File: src/rtl/etur_pkg.sv
package etur_pkg;

  // Request codes as they arrive on the input channel
  localparam logic [1:0] REQ_EDGE = 2'd0;
  localparam logic [1:0] REQ_POLL = 2'd1;
  localparam logic [1:0] REQ_READ = 2'd2;

  // Configuration register indexes
  localparam logic CFG_IDX_BPT    = 1'b0;
  localparam logic CFG_IDX_DIRECT = 1'b1;

  localparam logic [7:0] BPT_RESET   = 8'd39;
  localparam logic [7:0] EDGE_SLACK  = 8'd4;
  localparam logic [3:0] FRAME_SLOTS = 4'd9;
  localparam logic [7:0] FIRST_MASK  = 8'h01;

  typedef enum logic [1:0] {
    CMD_EDGE,
    CMD_POLL,
    CMD_READ,
    CMD_NOP
  } cmd_t;

  typedef struct packed {
    cmd_t       cmd;
    logic [7:0] tick;
    logic       level;
  } q_item_t;

  typedef struct packed {
    logic [7:0] bpt;
    logic       direct;
  } cfg_t;

endpackage

File: src/rtl/etur_front.sv
module etur_front import etur_pkg::*; (
  input  logic       clk,
  input  logic       rst_n,
  input  logic       in_valid,
  output logic       in_stall,
  input  logic [1:0] in_req_type,
  input  logic [7:0] in_tick_time,
  input  logic       in_line_level,
  output logic       q_valid,
  output q_item_t    q_head,
  input  logic       q_pop
);

  q_item_t    q_mem_r [2];
  logic       wr_idx_r;
  logic       rd_idx_r;
  logic [1:0] cnt_r;
  logic [1:0] cnt_nxt;
  logic       push;
  q_item_t    item_in;

  function automatic cmd_t classify(logic [1:0] req);
    cmd_t c;
    case (req)
      REQ_EDGE: c = CMD_EDGE;
      REQ_POLL: c = CMD_POLL;
      REQ_READ: c = CMD_READ;
      default:  c = CMD_NOP;
    endcase
    return c;
  endfunction

  assign in_stall = (cnt_r == 2'd2);
  assign push     = in_valid && !in_stall;
  assign q_valid  = (cnt_r != 2'd0);
  assign q_head   = q_mem_r[rd_idx_r];
  assign cnt_nxt  = cnt_r + 2'(push) - 2'(q_pop);

  always_comb begin
    item_in.cmd   = classify(in_req_type);
    item_in.tick  = in_tick_time;
    item_in.level = in_line_level;
  end

  always_ff @(posedge clk) begin
    if (!rst_n) begin
      wr_idx_r <= 1'b0;
      rd_idx_r <= 1'b0;
      cnt_r    <= 2'd0;
    end else begin
      if (push) begin
        wr_idx_r <= ~wr_idx_r;
      end
      if (q_pop) begin
        rd_idx_r <= ~rd_idx_r;
      end
      cnt_r <= cnt_nxt;
    end
  end

  always_ff @(posedge clk) begin
    if (push) begin
      q_mem_r[wr_idx_r] <= item_in;
    end
  end

endmodule

File: src/rtl/etur_back.sv
module etur_back import etur_pkg::*; #(
  parameter int BUFFER_DEPTH = 64
) (
  input  logic       clk,
  input  logic       rst_n,
  input  cfg_t       cfg,
  input  logic       q_valid,
  input  q_item_t    q_head,
  output logic       q_pop,
  output logic       out_valid,
  input  logic       out_stall,
  output logic       out_byte_valid,
  output logic [7:0] out_data_byte,
  output logic       out_char_completed,
  output logic       out_overflow_drop,
  output logic [5:0] out_buffer_count
);

  localparam int PW = (BUFFER_DEPTH > 1) ? $clog2(BUFFER_DEPTH) : 1;
  localparam logic [PW-1:0] LAST_SLOT = PW'(BUFFER_DEPTH - 1);

  typedef enum logic {B_TAKE, B_EXEC} bstate_t;

  bstate_t    st_r;
  q_item_t    item_r;
  logic [5:0] nbits_r;
  logic [7:0] rd_data_r;
  logic       idle_r, idle_nxt;
  logic [3:0] br_r, br_nxt;
  logic [7:0] last_r, last_nxt;
  logic [7:0] mask_r, mask_nxt;
  logic [7:0] byte_r, byte_nxt;
  logic [PW-1:0] wp_r, wp_nxt, rp_r, rp_nxt, wp_inc, rp_inc;
  logic       out_valid_r;
  logic       ob_valid_r, ob_done_r, ob_drop_r;
  logic [7:0] ob_data_r;
  logic [5:0] ob_count_r;

  logic [7:0] ring_mem [BUFFER_DEPTH];

  logic [7:0]  delta;
  logic [15:0] product;
  logic [3:0]  left, take, br_sum;
  logic        next_started;
  logic [15:0] run_take, run_left;
  logic [7:0]  hi_mask, done_byte;
  logic        deliver, wr_en, exec_go;
  logic        ob_valid, ob_done, ob_drop;
  logic [7:0]  ob_data;
  logic [PW:0] cnt;
  logic [PW+6:0] cnt_ext;

  // Set n bits from the mask position upward; return {ones, advanced mask}
  function automatic logic [15:0] fill_run(logic [7:0] mask, logic [3:0] n);
    logic [16:0] hi;
    logic [16:0] diff;
    hi   = {9'b0, mask} << n;
    diff = hi - {9'b0, mask};
    return {diff[7:0], hi[7:0]};
  endfunction

  // Elapsed bit periods: one 8x8 multiply, registered on the take cycle
  assign delta   = q_head.tick - last_r + EDGE_SLACK;
  assign product = {8'b0, delta} * {8'b0, cfg.bpt};

  assign q_pop   = (st_r == B_TAKE) && q_valid;
  assign exec_go = (st_r == B_EXEC) && (!out_valid_r || !out_stall);
  assign wp_inc  = (wp_r == LAST_SLOT) ? '0 : wp_r + 1'b1;
  assign rp_inc  = (rp_r == LAST_SLOT) ? '0 : rp_r + 1'b1;

  always_comb begin
    idle_nxt  = idle_r;
    br_nxt    = br_r;
    last_nxt  = last_r;
    mask_nxt  = mask_r;
    byte_nxt  = byte_r;
    wp_nxt    = wp_r;
    rp_nxt    = rp_r;
    deliver   = 1'b0;
    wr_en     = 1'b0;
    ob_valid  = 1'b0;
    ob_data   = 8'd0;
    ob_done   = 1'b0;
    ob_drop   = 1'b0;
    done_byte = byte_r;
    hi_mask   = mask_r;
    left         = FRAME_SLOTS - {1'b0, br_r[2:0]};
    next_started = nbits_r > {2'b00, left};
    take         = next_started ? left : nbits_r[3:0];
    br_sum       = {1'b0, br_r[2:0]} + take;
    run_take     = fill_run(mask_r, take);
    run_left     = fill_run(mask_r, left);

    case (item_r.cmd)
      CMD_EDGE: begin
        if (idle_r) begin
          if (!item_r.level) begin
            idle_nxt = 1'b0;
            br_nxt   = 4'd0;
            mask_nxt = FIRST_MASK;
            byte_nxt = 8'd0;
            last_nxt = item_r.tick;
          end
        end else begin
          br_nxt = br_sum;
          if (!item_r.level) begin
            done_byte = byte_r | run_take[15:8];
            mask_nxt  = {run_take[6:0], 1'b0};
          end else begin
            if (take != 4'd0) begin
              hi_mask = mask_r << (take - 4'd1);
            end
            mask_nxt  = hi_mask;
            done_byte = byte_r | hi_mask;
          end
          byte_nxt = done_byte;
          if (br_sum > 4'd7) begin
            deliver = 1'b1;
            idle_nxt = item_r.level || !next_started;
            br_nxt   = 4'd0;
            if (!item_r.level && next_started) begin
              mask_nxt = FIRST_MASK;
              byte_nxt = 8'd0;
            end
          end
          last_nxt = item_r.tick;
        end
      end
      CMD_POLL: begin
        if (wp_r == rp_r && !idle_r && item_r.level && nbits_r > {2'b00, left}) begin
          done_byte = byte_r | run_left[15:8];
          byte_nxt  = done_byte;
          mask_nxt  = run_left[7:0];
          deliver   = 1'b1;
          idle_nxt  = 1'b1;
          br_nxt    = 4'd0;
        end
      end
      CMD_READ: begin
        if (wp_r != rp_r) begin
          ob_valid = 1'b1;
          ob_data  = rd_data_r;
          rp_nxt   = rp_inc;
        end
      end
      default: begin
      end
    endcase

    if (deliver) begin
      ob_done = 1'b1;
      if (cfg.direct) begin
        ob_valid = 1'b1;
        ob_data  = done_byte;
      end else if (wp_inc != rp_r) begin
        wr_en  = 1'b1;
        wp_nxt = wp_inc;
      end else begin
        ob_drop = 1'b1;
      end
    end

    if (wp_nxt >= rp_nxt) begin
      cnt = {1'b0, wp_nxt} - {1'b0, rp_nxt};
    end else begin
      cnt = {1'b0, wp_nxt} + (PW+1)'(BUFFER_DEPTH) - {1'b0, rp_nxt};
    end
    cnt_ext = {6'b0, cnt};
  end

  always_ff @(posedge clk) begin
    if (!rst_n) begin
      st_r        <= B_TAKE;
      out_valid_r <= 1'b0;
      idle_r      <= 1'b1;
      br_r        <= 4'd0;
      last_r      <= 8'd0;
      mask_r      <= FIRST_MASK;
      byte_r      <= 8'd0;
      wp_r        <= '0;
      rp_r        <= '0;
    end else begin
      if (exec_go) begin
        out_valid_r <= 1'b1;
      end else if (out_valid_r && !out_stall) begin
        out_valid_r <= 1'b0;
      end
      case (st_r)
        B_TAKE: begin
          if (q_valid) begin
            item_r  <= q_head;
            nbits_r <= product[15:10];
            st_r    <= B_EXEC;
          end
        end
        B_EXEC: begin
          if (exec_go) begin
            idle_r      <= idle_nxt;
            br_r        <= br_nxt;
            last_r      <= last_nxt;
            mask_r      <= mask_nxt;
            byte_r      <= byte_nxt;
            wp_r        <= wp_nxt;
            rp_r        <= rp_nxt;
            ob_valid_r  <= ob_valid;
            ob_data_r   <= ob_data;
            ob_done_r   <= ob_done;
            ob_drop_r   <= ob_drop;
            ob_count_r  <= cnt_ext[5:0];
            st_r        <= B_TAKE;
          end
        end
        default: st_r <= B_TAKE;
      endcase
    end
  end

  // Ring storage: one write port, one registered read port
  always_ff @(posedge clk) begin
    if (exec_go && wr_en) begin
      ring_mem[wp_r] <= done_byte;
    end
    if (q_pop) begin
      rd_data_r <= ring_mem[rp_r];
    end
  end

  assign out_valid          = out_valid_r;
  assign out_byte_valid     = ob_valid_r;
  assign out_data_byte      = ob_data_r;
  assign out_char_completed = ob_done_r;
  assign out_overflow_drop  = ob_drop_r;
  assign out_buffer_count   = ob_count_r;

endmodule

File: src/rtl/edge_timed_uart_receiver.sv
// Channel   Direction  Handshake          Beat contents
// in_*      input      in_valid/in_stall  req_type, tick_time, line_level
// out_*     output     out_valid/out_stall byte_valid, data_byte, char_completed,
//                                         overflow_drop, buffer_count
// cfg_*     input      cfg_we             cfg_index, cfg_wdata (no read-back)
//
// In the back end each beat goes through a take cycle (pop from the
// two-entry queue, 8x8 elapsed-bit multiply, ring read) and an execute cycle.
// Reset is synchronous, active low; the ring has no clearing pass and its
// contents stay undefined until written. The execute cycle holds while a
// result waits in the output register under out_stall; the front queue keeps
// accepting beats meanwhile until both of its entries are full.
module edge_timed_uart_receiver import etur_pkg::*; #(
  parameter int BUFFER_DEPTH = 64
) (
  input  logic       clk,
  input  logic       rst_n,
  input  logic       in_valid,
  output logic       in_stall,
  input  logic [1:0] in_req_type,
  input  logic [7:0] in_tick_time,
  input  logic       in_line_level,
  output logic       out_valid,
  input  logic       out_stall,
  output logic       out_byte_valid,
  output logic [7:0] out_data_byte,
  output logic       out_char_completed,
  output logic       out_overflow_drop,
  output logic [5:0] out_buffer_count,
  input  logic       cfg_we,
  input  logic       cfg_index,
  input  logic [7:0] cfg_wdata
);

  logic [7:0] bpt_r;
  logic       direct_r;
  cfg_t       cfg;
  logic       q_valid;
  logic       q_pop;
  q_item_t    q_head;

  // Configuration registers; receive state is left alone on a write
  always_ff @(posedge clk) begin
    if (!rst_n) begin
      bpt_r    <= BPT_RESET;
      direct_r <= 1'b0;
    end else if (cfg_we) begin
      case (cfg_index)
        CFG_IDX_BPT:    bpt_r    <= cfg_wdata;
        CFG_IDX_DIRECT: direct_r <= cfg_wdata[0];
        default: begin
        end
      endcase
    end
  end

  assign cfg.bpt    = bpt_r;
  assign cfg.direct = direct_r;

  // Front: classify the request and hold it in a short queue
  etur_front u_front (
    .clk           (clk),
    .rst_n         (rst_n),
    .in_valid      (in_valid),
    .in_stall      (in_stall),
    .in_req_type   (in_req_type),
    .in_tick_time  (in_tick_time),
    .in_line_level (in_line_level),
    .q_valid       (q_valid),
    .q_head        (q_head),
    .q_pop         (q_pop)
  );

  // Back: frame tracking, ring and the output register
  etur_back #(
    .BUFFER_DEPTH (BUFFER_DEPTH)
  ) u_back (
    .clk                (clk),
    .rst_n              (rst_n),
    .cfg                (cfg),
    .q_valid            (q_valid),
    .q_head             (q_head),
    .q_pop              (q_pop),
    .out_valid          (out_valid),
    .out_stall          (out_stall),
    .out_byte_valid     (out_byte_valid),
    .out_data_byte      (out_data_byte),
    .out_char_completed (out_char_completed),
    .out_overflow_drop  (out_overflow_drop),
    .out_buffer_count   (out_buffer_count)
  );

  // Never pop an empty queue
  a_pop_nonempty: assert property (@(posedge clk) disable iff (!rst_n)
    q_pop |-> q_valid)
    else $error("queue popped while empty");

  // A dropped byte is a completed byte that went nowhere
  a_drop_shape: assert property (@(posedge clk) disable iff (!rst_n)
    out_valid && out_overflow_drop |-> out_char_completed && !out_byte_valid)
    else $error("overflow drop without a completed, undelivered byte");

  // The input side only frees up after the back end drained an entry
  a_stall_release: assert property (@(posedge clk) disable iff (!rst_n)
    $past(rst_n) && $fell(in_stall) |-> $past(q_pop))
    else $error("input stall released without a queue pop");

endmodule

File: config.mk
export PLATFORM = sky130hd
export DESIGN_NAME = edge_timed_uart_receiver
export DESIGN_NICKNAME = d
export VERILOG_FILES = /design/src/rtl/etur_pkg.sv /design/src/rtl/etur_front.sv /design/src/rtl/etur_back.sv /design/src/rtl/edge_timed_uart_receiver.sv
export SDC_FILE = /design/constraint.sdc
export NUM_CORES = 1
export LEC_CHECK = 0
export CAP_MARGIN = 20
export CORE_MARGIN = 2
export CORE_UTILIZATION = 40
export DETAILED_ROUTE_END_ITERATION = 8
export DONT_BUFFER_PORTS = 1
export GPL_TIMING_DRIVEN = 0
export HOLD_SLACK_MARGIN = 0.15
export PLACE_DENSITY = 0.57
export SLEW_MARGIN = 10
export SYNTH_ARGS = -nofsm -noshare
export SYNTH_HDL_FRONTEND = slang
export SYNTH_HIERARCHICAL = 1
export SYNTH_SLANG_ARGS = --single-unit
File: constraint.sdc
create_clock -name clk -period 8.3 [get_ports clk]
set_input_delay 1.66 -clock clk [delete_from_list [all_inputs] [get_ports clk]]
set_output_delay 1.66 -clock clk [all_outputs]
set_load 0.005 [all_outputs]
==> results of run 1 <==
## stage by stage
stage | worst slack [ns] | total power [µW] | instances | instance area, µm²
after floorplan | 0.7082 | 7152 | 1913 | 29530
final | 1.086 | 11450 | 3021 | 33710
after CTS | 1.101 | 11580 | 3018 | 33680
after detailed placement | 1.135 | 8386 | 2897 | 31310
after global routing | 0.6217 | 12240 | 3021 | 33710
after global placement | -4.193 | 8277 | 2872 | 30730
## final cells by class
| cell class | count | share of cell area |
|---|---|---|
| Multi-Input combinational cell | 1079 | 0.3090 |
| Clock buffer | 74 | 0.05082 |
| Buffer | 93 | 0.01132 |
| Timing Repair Buffer | 28 | 0.01515 |
| Sequential cell | 632 | 0.5464 |
| Tap cell | 959 | 0.03560 |
| Inverter | 109 | 0.01214 |
| Clock inverter | 47 | 0.01953 |
## cells by family after synthesis
logic type / Yosys count / share of synthesized area
xor+xnor: 53 / 0.01636
fa+ha+maj: 116 / 0.05934
mux: 214 / 0.1392
simple gates: 420 / 0.07125
buf+inv: 202 / 0.02679
compound gates: 276 / 0.06316
flops: 632 / 0.6239
## worst reg2reg max path: cells and delay by family, from the launching register on
| kind | cells | cell delay [ns] |
|---|---|---|
| and+or+nand+nor | 6 | 1.80 |
| adders and majority gates | 4 | 1.15 |
| AOI/OAI and AO/OA | 8 | 1.73 |
| buffers and inverters | 4 | 1.11 |
| muxes | 1 | 0.43 |
| DFF | 1 | 0.33 |
| xor gates and xnor gates | 2 | 0.45 |
## routing by layer
layer | global-route usage | vias up | wire length, µm
met2 | 0.3321 | 525 | 36330
li1 | - | 7569 | -
met4 | 0.07425 | 0 | 2375
met3 | 0.03071 | 131 | 4522
met5 | 0 | - | 0
met1 | 0.2667 | 8821 | 31410
## sequential cells by signal (all words and copies together), names as in the netlist, 3 cells and up, named ones only
register / flops
u_back/nbits_r: 6
u_back/br_r: 3
u_back/rp_r: 6
u_back/out_buffer_count: 6
u_back/mask_r: 8
u_back/last_r: 8
u_back/out_data_byte: 8
u_back/ring_mem: 512
u_back/byte_r: 8
u_back/rd_data_r: 8
bpt_r: 8
u_back/wp_r: 6
u_back/item_r: 11
u_front/q_mem_r: 22
## worst max-delay path by stage
stage / cells after the start / start / to
floorplan: 21 / u_back/br_r[1] / u_back/ring_mem[0][5]
global placement: 18 / u_back/br_r[1] / u_back/ring_mem[42][2]
detailed placement: 20 / register / u_back/nbits_r[5]
CTS: 20 / register / u_back/nbits_r[5]
global route: 25 / u_back/br_r[1] / u_back/out_buffer_count[5]
finish: 25 / u_back/br_r[1] / u_back/out_buffer_count[5]
## cells in the final DEF, fill, tap and decap left out, types with 7 or more instances in the layout
cell type	Yosys	final
a211oi_1	11	11
a21o_1	14	14
a21oi_1	75	74
a221oi_1	11	11
a22oi_1	13	13
and2_1	53	53
and3_1	16	16
buf_1	16	16
buf_16	0	10
buf_2	11	11
buf_6	2	8
buf_8	0	7
bufinv_16	0	12
clkbuf_1	63	69
clkbuf_16	0	67
clkinv_1	0	12
clkinv_2	0	12
dfxtp_1	56	56
edfxtp_1	576	576
fa_1	40	40
ha_1	76	76
inv_1	107	107
mux2_2	12	12
mux2_4	10	10
mux2i_1	40	40
mux4_2	152	152
nand2_1	100	99
nand2b_1	7	7
nand3_1	25	25
nand3b_1	10	10
nor2_1	127	126
nor2b_1	17	17
nor3_1	12	12
o211ai_1	8	8
o21ai_0	62	60
o31ai_1	10	8
or2_2	8	8
xnor2_1	28	28
xor2_1	24	24
## power by group through the flow
stage                     sequential (µW)  clock [µW]  combinational [µW]
after global placement               3850           0                4420
after floorplan                      3820           0                3340
final                                3770        3180                4490
after global routing                 3780        3370                5080
after detailed placement             3840           0                4540
after CTS                            3780        3250                4550
==> impl_metrics.yaml, run 1 <==
sta:
  worst_slew_pin_slew_ns: 1.132
  finClkSkew_ns: 0.03036
  setup_violations: 0
  period_minus_slack_ns: 7.214
  maxSlewHeadroom: 0.2386
  fmax_mhz: 138.6
  holdWs_ns: 0.4523
  fin_crit_sh: 0.8691
  rsz0062_at_grt: "no"
  report.final.slew_viol_count: 0
  tns_ns: 0
  hold_viol_final: 0
finish:
  fin_util: 0.4620
  drive_above_1_share: 0.1804
  n_antenna_cell: 0
  area_growth_pct: 14.18
  final_nets: 2151
  n_fill_cell: 6287
  multi_input_area_um2: 10420
  seq_area_um2: 18420
synthesis:
  ys.flop_type: "edfxtp_1"
  synth_common_cells: "edfxtp_1 (576), mux4_2 (152), nor2_1 (127)"
  postSynthCellCount: 1913
  yosys_register_bits: 632
  synth.area.top_cells: "edfxtp_1 (59%), mux4_2 (12%), dfxtp_1 (3.8%)"
  post-synth-top-area-fraction: 0.5859
  async_reset_ff_frac: 0
  synth_edf_count: 576
  synth_warnings: 6
  yosys.area.top_type: "edfxtp_1"
  synth_seq_area_share: 0.6239
  synth_cell_types: 90
  synth_fp_nets: 2054
  yosysMostFrequentCell: "edfxtp_1"
  avgSynthCellArea_um2: 15.43
  syn-cell-area_um2: 29520
critical_path:
  rr_worst_depth: 25
  critPathMaxStageDelay_ns: 0.43
  path_buf_inv: 4
  cp-end-kind: "register"
  startpoint_type: "register"
  reg2reg_from: "u_back/br_r[1]"
  path_max_fanout: 10
  r2r_setup_slack_ns: 1.09
  critPathArrivalTime_ns: 7.60
  slowest_stage: "nor2_2"
  r2r-end: "u_back/out_buffer_count[5]"
  worstPathRequired_ns: 8.69
  path_delay_family: "simple AND/OR/NAND/NOR gates"
  setup.worst_path.class: "register to register"
  cpMostUsedCell: "ha_1"
power_and_ir_drop:
  p_sw_uw: 3980
  swShare: 0.3475
  comb_power_share: 0.392
  p_clk_frac: 0.278
  powerDensity_nw_per_um2: 339.8
  ir_worst_vdd_uv: 770.4
  power.leakage_uw: 0.01109
  seq_power_share: 0.330
  p_int_uw: 7474
worst_hold_path:
  min_path_cells: 2
  worstHoldEndpoint: "u_back/last_r[1]"
  min-delay-start: "u_back/last_r[1]"
  hold_class: "register to register"
cts:
  cts-buffers-inserted: 67
  post_cts_resized: 0
  holdBufCountCts: 0
  cts_setup_buffers: 0
  cts_sinks: 632
  cts_max_level: 3
  clockBufferDepth: 3
  clk_latency_ns: 0.62
  clk_pin_slew_worst_paths_ns: 0.06
  clockRootBuffer: "clkbuf_16"
  cts_tree: "done"
route:
  dr.pass1.iters: 5
  num_vias: 17050
  drt-total-wl_mm: 74.65
  post-route-drc-count: 0
  post_drt_wl_per_cell_um: 24.71
  via_per_inst: 5.643
  dr.first_iter.drc_count: 1407
  ant_nets: 0
placed_design:
  dpl.hpwl_mm: 52.79
  place.gp.congestion: 0.8854
  io_buffer_count: 0
die:
  die_x_um: 275.7
  die_height_um: 275.7
  start_util: 0.4046
  io_pins: 44
  dieArea_um2: 75990
  std_cell_rows: 99
  core_area_um2: 72960
outcome:
  status: "finished, final reports clean"
global_routing:
  antenna_found_initial: 0
  grt_overflow: 0
  grt_pass1_wl_mm: 111.6
  grt_max_degree: 41
  grt_util_all_layers: 0.2000
  grt_pass1_vias: 17320
job:
  drv_cap: 0
Note: power is estimated with default switching activity, not from simulation.
==> run 2: changes to the inputs <==
Settings changed: ABC_AREA from default to 1.
==> run 2 against run 1 <==
Effect of this change: sequential share of layout area rose by 0.24 points; die area barely moved; setup slack got worse by 0.24 ns; global-route usage rose by 5.8 points; critical path depth rose by 7; final cell count rose by 27%; largest cell class unchanged; highest routed layer is now met5.
==> impl_metrics.yaml, run 2 <==
global_routing:
  grt_pass1_wl_mm: 141.2
  grt_max_degree: 66
  grt_util_all_layers: 0.2578
  grt_overflow: 0
  antenna_found_initial: 2
  grt_pass1_vias: 20980
die:
  io_pins: 44
  die_height_um: 275.6
  die_x_um: 275.6
  std_cell_rows: 99
  dieArea_um2: 75950
  start_util: 0.4044
  core_area_um2: 72960
finish:
  fin_cells: 3822
  largest_reg_flops: 512
  drive_above_1_share: 0.08074
  fin_util: 0.4599
  top_regs: "u_back/ring_mem: 512 flops, u_front/q_mem_r: 22 flops, u_back/item_r: 11 flops"
  layout_common_cells: "edfxtp_1 (576), nor2_1 (485), o21ai_0 (388), nand2_1 (246), inv_1 (197)"
  largest-register: "u_back/ring_mem"
  final_nets: 2947
  layout_commonest_cell: "edfxtp_1"
  area_growth_pct: 13.73
job:
  drv_cap: 0
cts:
  holdBufCountCts: 0
  post_cts_resized: 0
  cts-buffers-inserted: 70
  cts_max_level: 3
  clk_latency_ns: 0.64
  clockBufferDepth: 3
  cts_setup_buffers: 0
  clk_pin_slew_worst_paths_ns: 0.06
  cts_sinks: 632
  cts_tree: "done"
  clockRootBuffer: "clkbuf_16"
synthesis:
  synth_warnings: 6
  avgSynthCellArea_um2: 10.97
  yosys.area.top_type: "edfxtp_1"
  async_reset_ff_frac: 0
  yosysMostFrequentCell: "edfxtp_1"
  synth_common_cells: "edfxtp_1 (576), nor2_1 (486), o21ai_0 (388)"
  ys.flop_type: "edfxtp_1"
  postSynthCellCount: 2689
  synth_fp_nets: 2830
  synth_seq_area_share: 0.6242
  post-synth-top-area-fraction: 0.5862
  synth.area.top_cells: "edfxtp_1 (59%), o21ai_0 (6.6%), nor2_1 (6.2%)"
  synth_cell_types: 54
  synth_edf_count: 576
  syn-cell-area_um2: 29500
  yosys_register_bits: 632
route:
  num_vias: 22160
  dr.pass1.iters: 5
  ant_nets: 0
  via_per_inst: 5.797
  post_drt_wl_per_cell_um: 25.59
  drt-total-wl_mm: 97.79
  dr.first_iter.drc_count: 2891
  post-route-drc-count: 0
sta:
  hold_viol_final: 0
  worst_slew_pin_slew_ns: 1.222
  period_minus_slack_ns: 7.456
  finalWorstSetupSlack_ns: 0.8435
  finClkSkew_ns: 0.02910
  report.final.slew_viol_count: 0
  fin_crit_sh: 0.8984
  setup_violations: 0
  tns_ns: 0
  rsz0062_at_grt: "no"
  holdWs_ns: 0.4711
  maxSlewHeadroom: 0.1821
  fmax_mhz: 134.1
critical_path:
  startpoint_type: "register"
  path_delay_family: "adder cells"
  critPathMaxStageDelay_ns: 0.59
  cp-end-kind: "register"
  path_buf_inv: 6
  setup.worst_path.class: "register to register"
  path_max_fanout: 10
  slowest_stage: "xor2_1"
  cpMostUsedCell: "a21oi_1"
  worstPathRequired_ns: 8.67
  critPathArrivalTime_ns: 7.82
worst_hold_path:
  hold_class: "register to register"
placed_design:
  place.gp.congestion: 0.9840
  dp.cells: 3684
  dpl.hpwl_mm: 69.97
  pre_cts_ws_ns: 0.8270
  io_buffer_count: 0
power_and_ir_drop:
  power.leakage_uw: 0.01219
  powerDensity_nw_per_um2: 343.5
  ir_worst_vdd_uv: 573.0
outcome:
  status: "finished, final reports clean"
run 2: cell count changes in the layout (fill, tap and decap cells not counted), sizes merged, moves of 40 or more:
cell    change
o21ai     +333
inv        +95
mux2i      -40
clkbuf     +71
nand2     +142
and2       -54
mux4      -152
o22ai     +142
nor2      +371
run 2: stage by stage:
stage          power, µW  cell area (µm²)
3_3_place_gp        8289            30700
4_1_cts            11620            33460
3_5_place_dp        8381            31110
5_1_grt            12490            33550
6_report           11530            33560
2_1_floorplan       7086            29500
run 2: final cells by class:
cell class / count / area, µm²
Antenna cell: 2 / 5.005
Inverter: 211 / 792.0
Multi-Input combinational cell: 1708 / 9786
Fill cell: 6671 / 39400
Tap cell: 959 / 1200
Buffer: 138 / 550.5
Timing Repair Buffer: 45 / 455.4
Clock inverter: 39 / 467.9
Sequential cell: 632 / 18420
Clock buffer: 88 / 1882
run 2: logic make-up (layout without fill, tap and decap cells):
| family | count (synthesis) | in the layout | synth area share |
|---|---|---|---|
| other | 0 | 2 | 0 |
| and+or+nand+nor | 834 | 834 | 0.1168 |
| DFF | 632 | 632 | 0.6242 |
| muxes | 11 | 11 | 0.005470 |
| buffers and inverters | 349 | 521 | 0.04550 |
| adders and majority gates | 116 | 116 | 0.05937 |
| AOI/OAI and AO/OA | 710 | 710 | 0.1370 |
| xor gates and xnor gates | 37 | 37 | 0.01162 |
run 2: final timing paths:
check	startpoint	end	slack [ns]	cells after the start
worst max-delay path	register	u_back/nbits_r[5]	0.84	32
worst min-delay path	u_back/last_r[5]	u_back/last_r[5]	0.47	2
worst max register to register	register	u_back/nbits_r[5]	0.84	32
worst min register to register	u_back/last_r[5]	u_back/last_r[5]	0.47	2
run 2: layer usage:
layer  GRT usage  routed length, µm  vias up  share of wire
li1            -                  -     9817              -
met1      0.3614              41100    11020           0.42
met2      0.3901              42990     1149           0.44
met3     0.06255              10490      169           0.11
met4     0.09203               3190        2          0.033
met5           0                 15        -        0.00015
run 2: where the power goes:
part / total [µW] / internal (µW) / leakage, µW / switching [µW]
Combinational: 4380 / 1600 / 0.00527 / 2780
Sequential: 3960 / 3890 / 0.00578 / 68.3
Clock: 3190 / 1880 / 0.00115 / 1310
run 2: worst min-delay path: stages, from the launching register on:
cell	delay [ns]
dfxtp_1	0.30
inv_1	0.07
a21oi_1	0.06
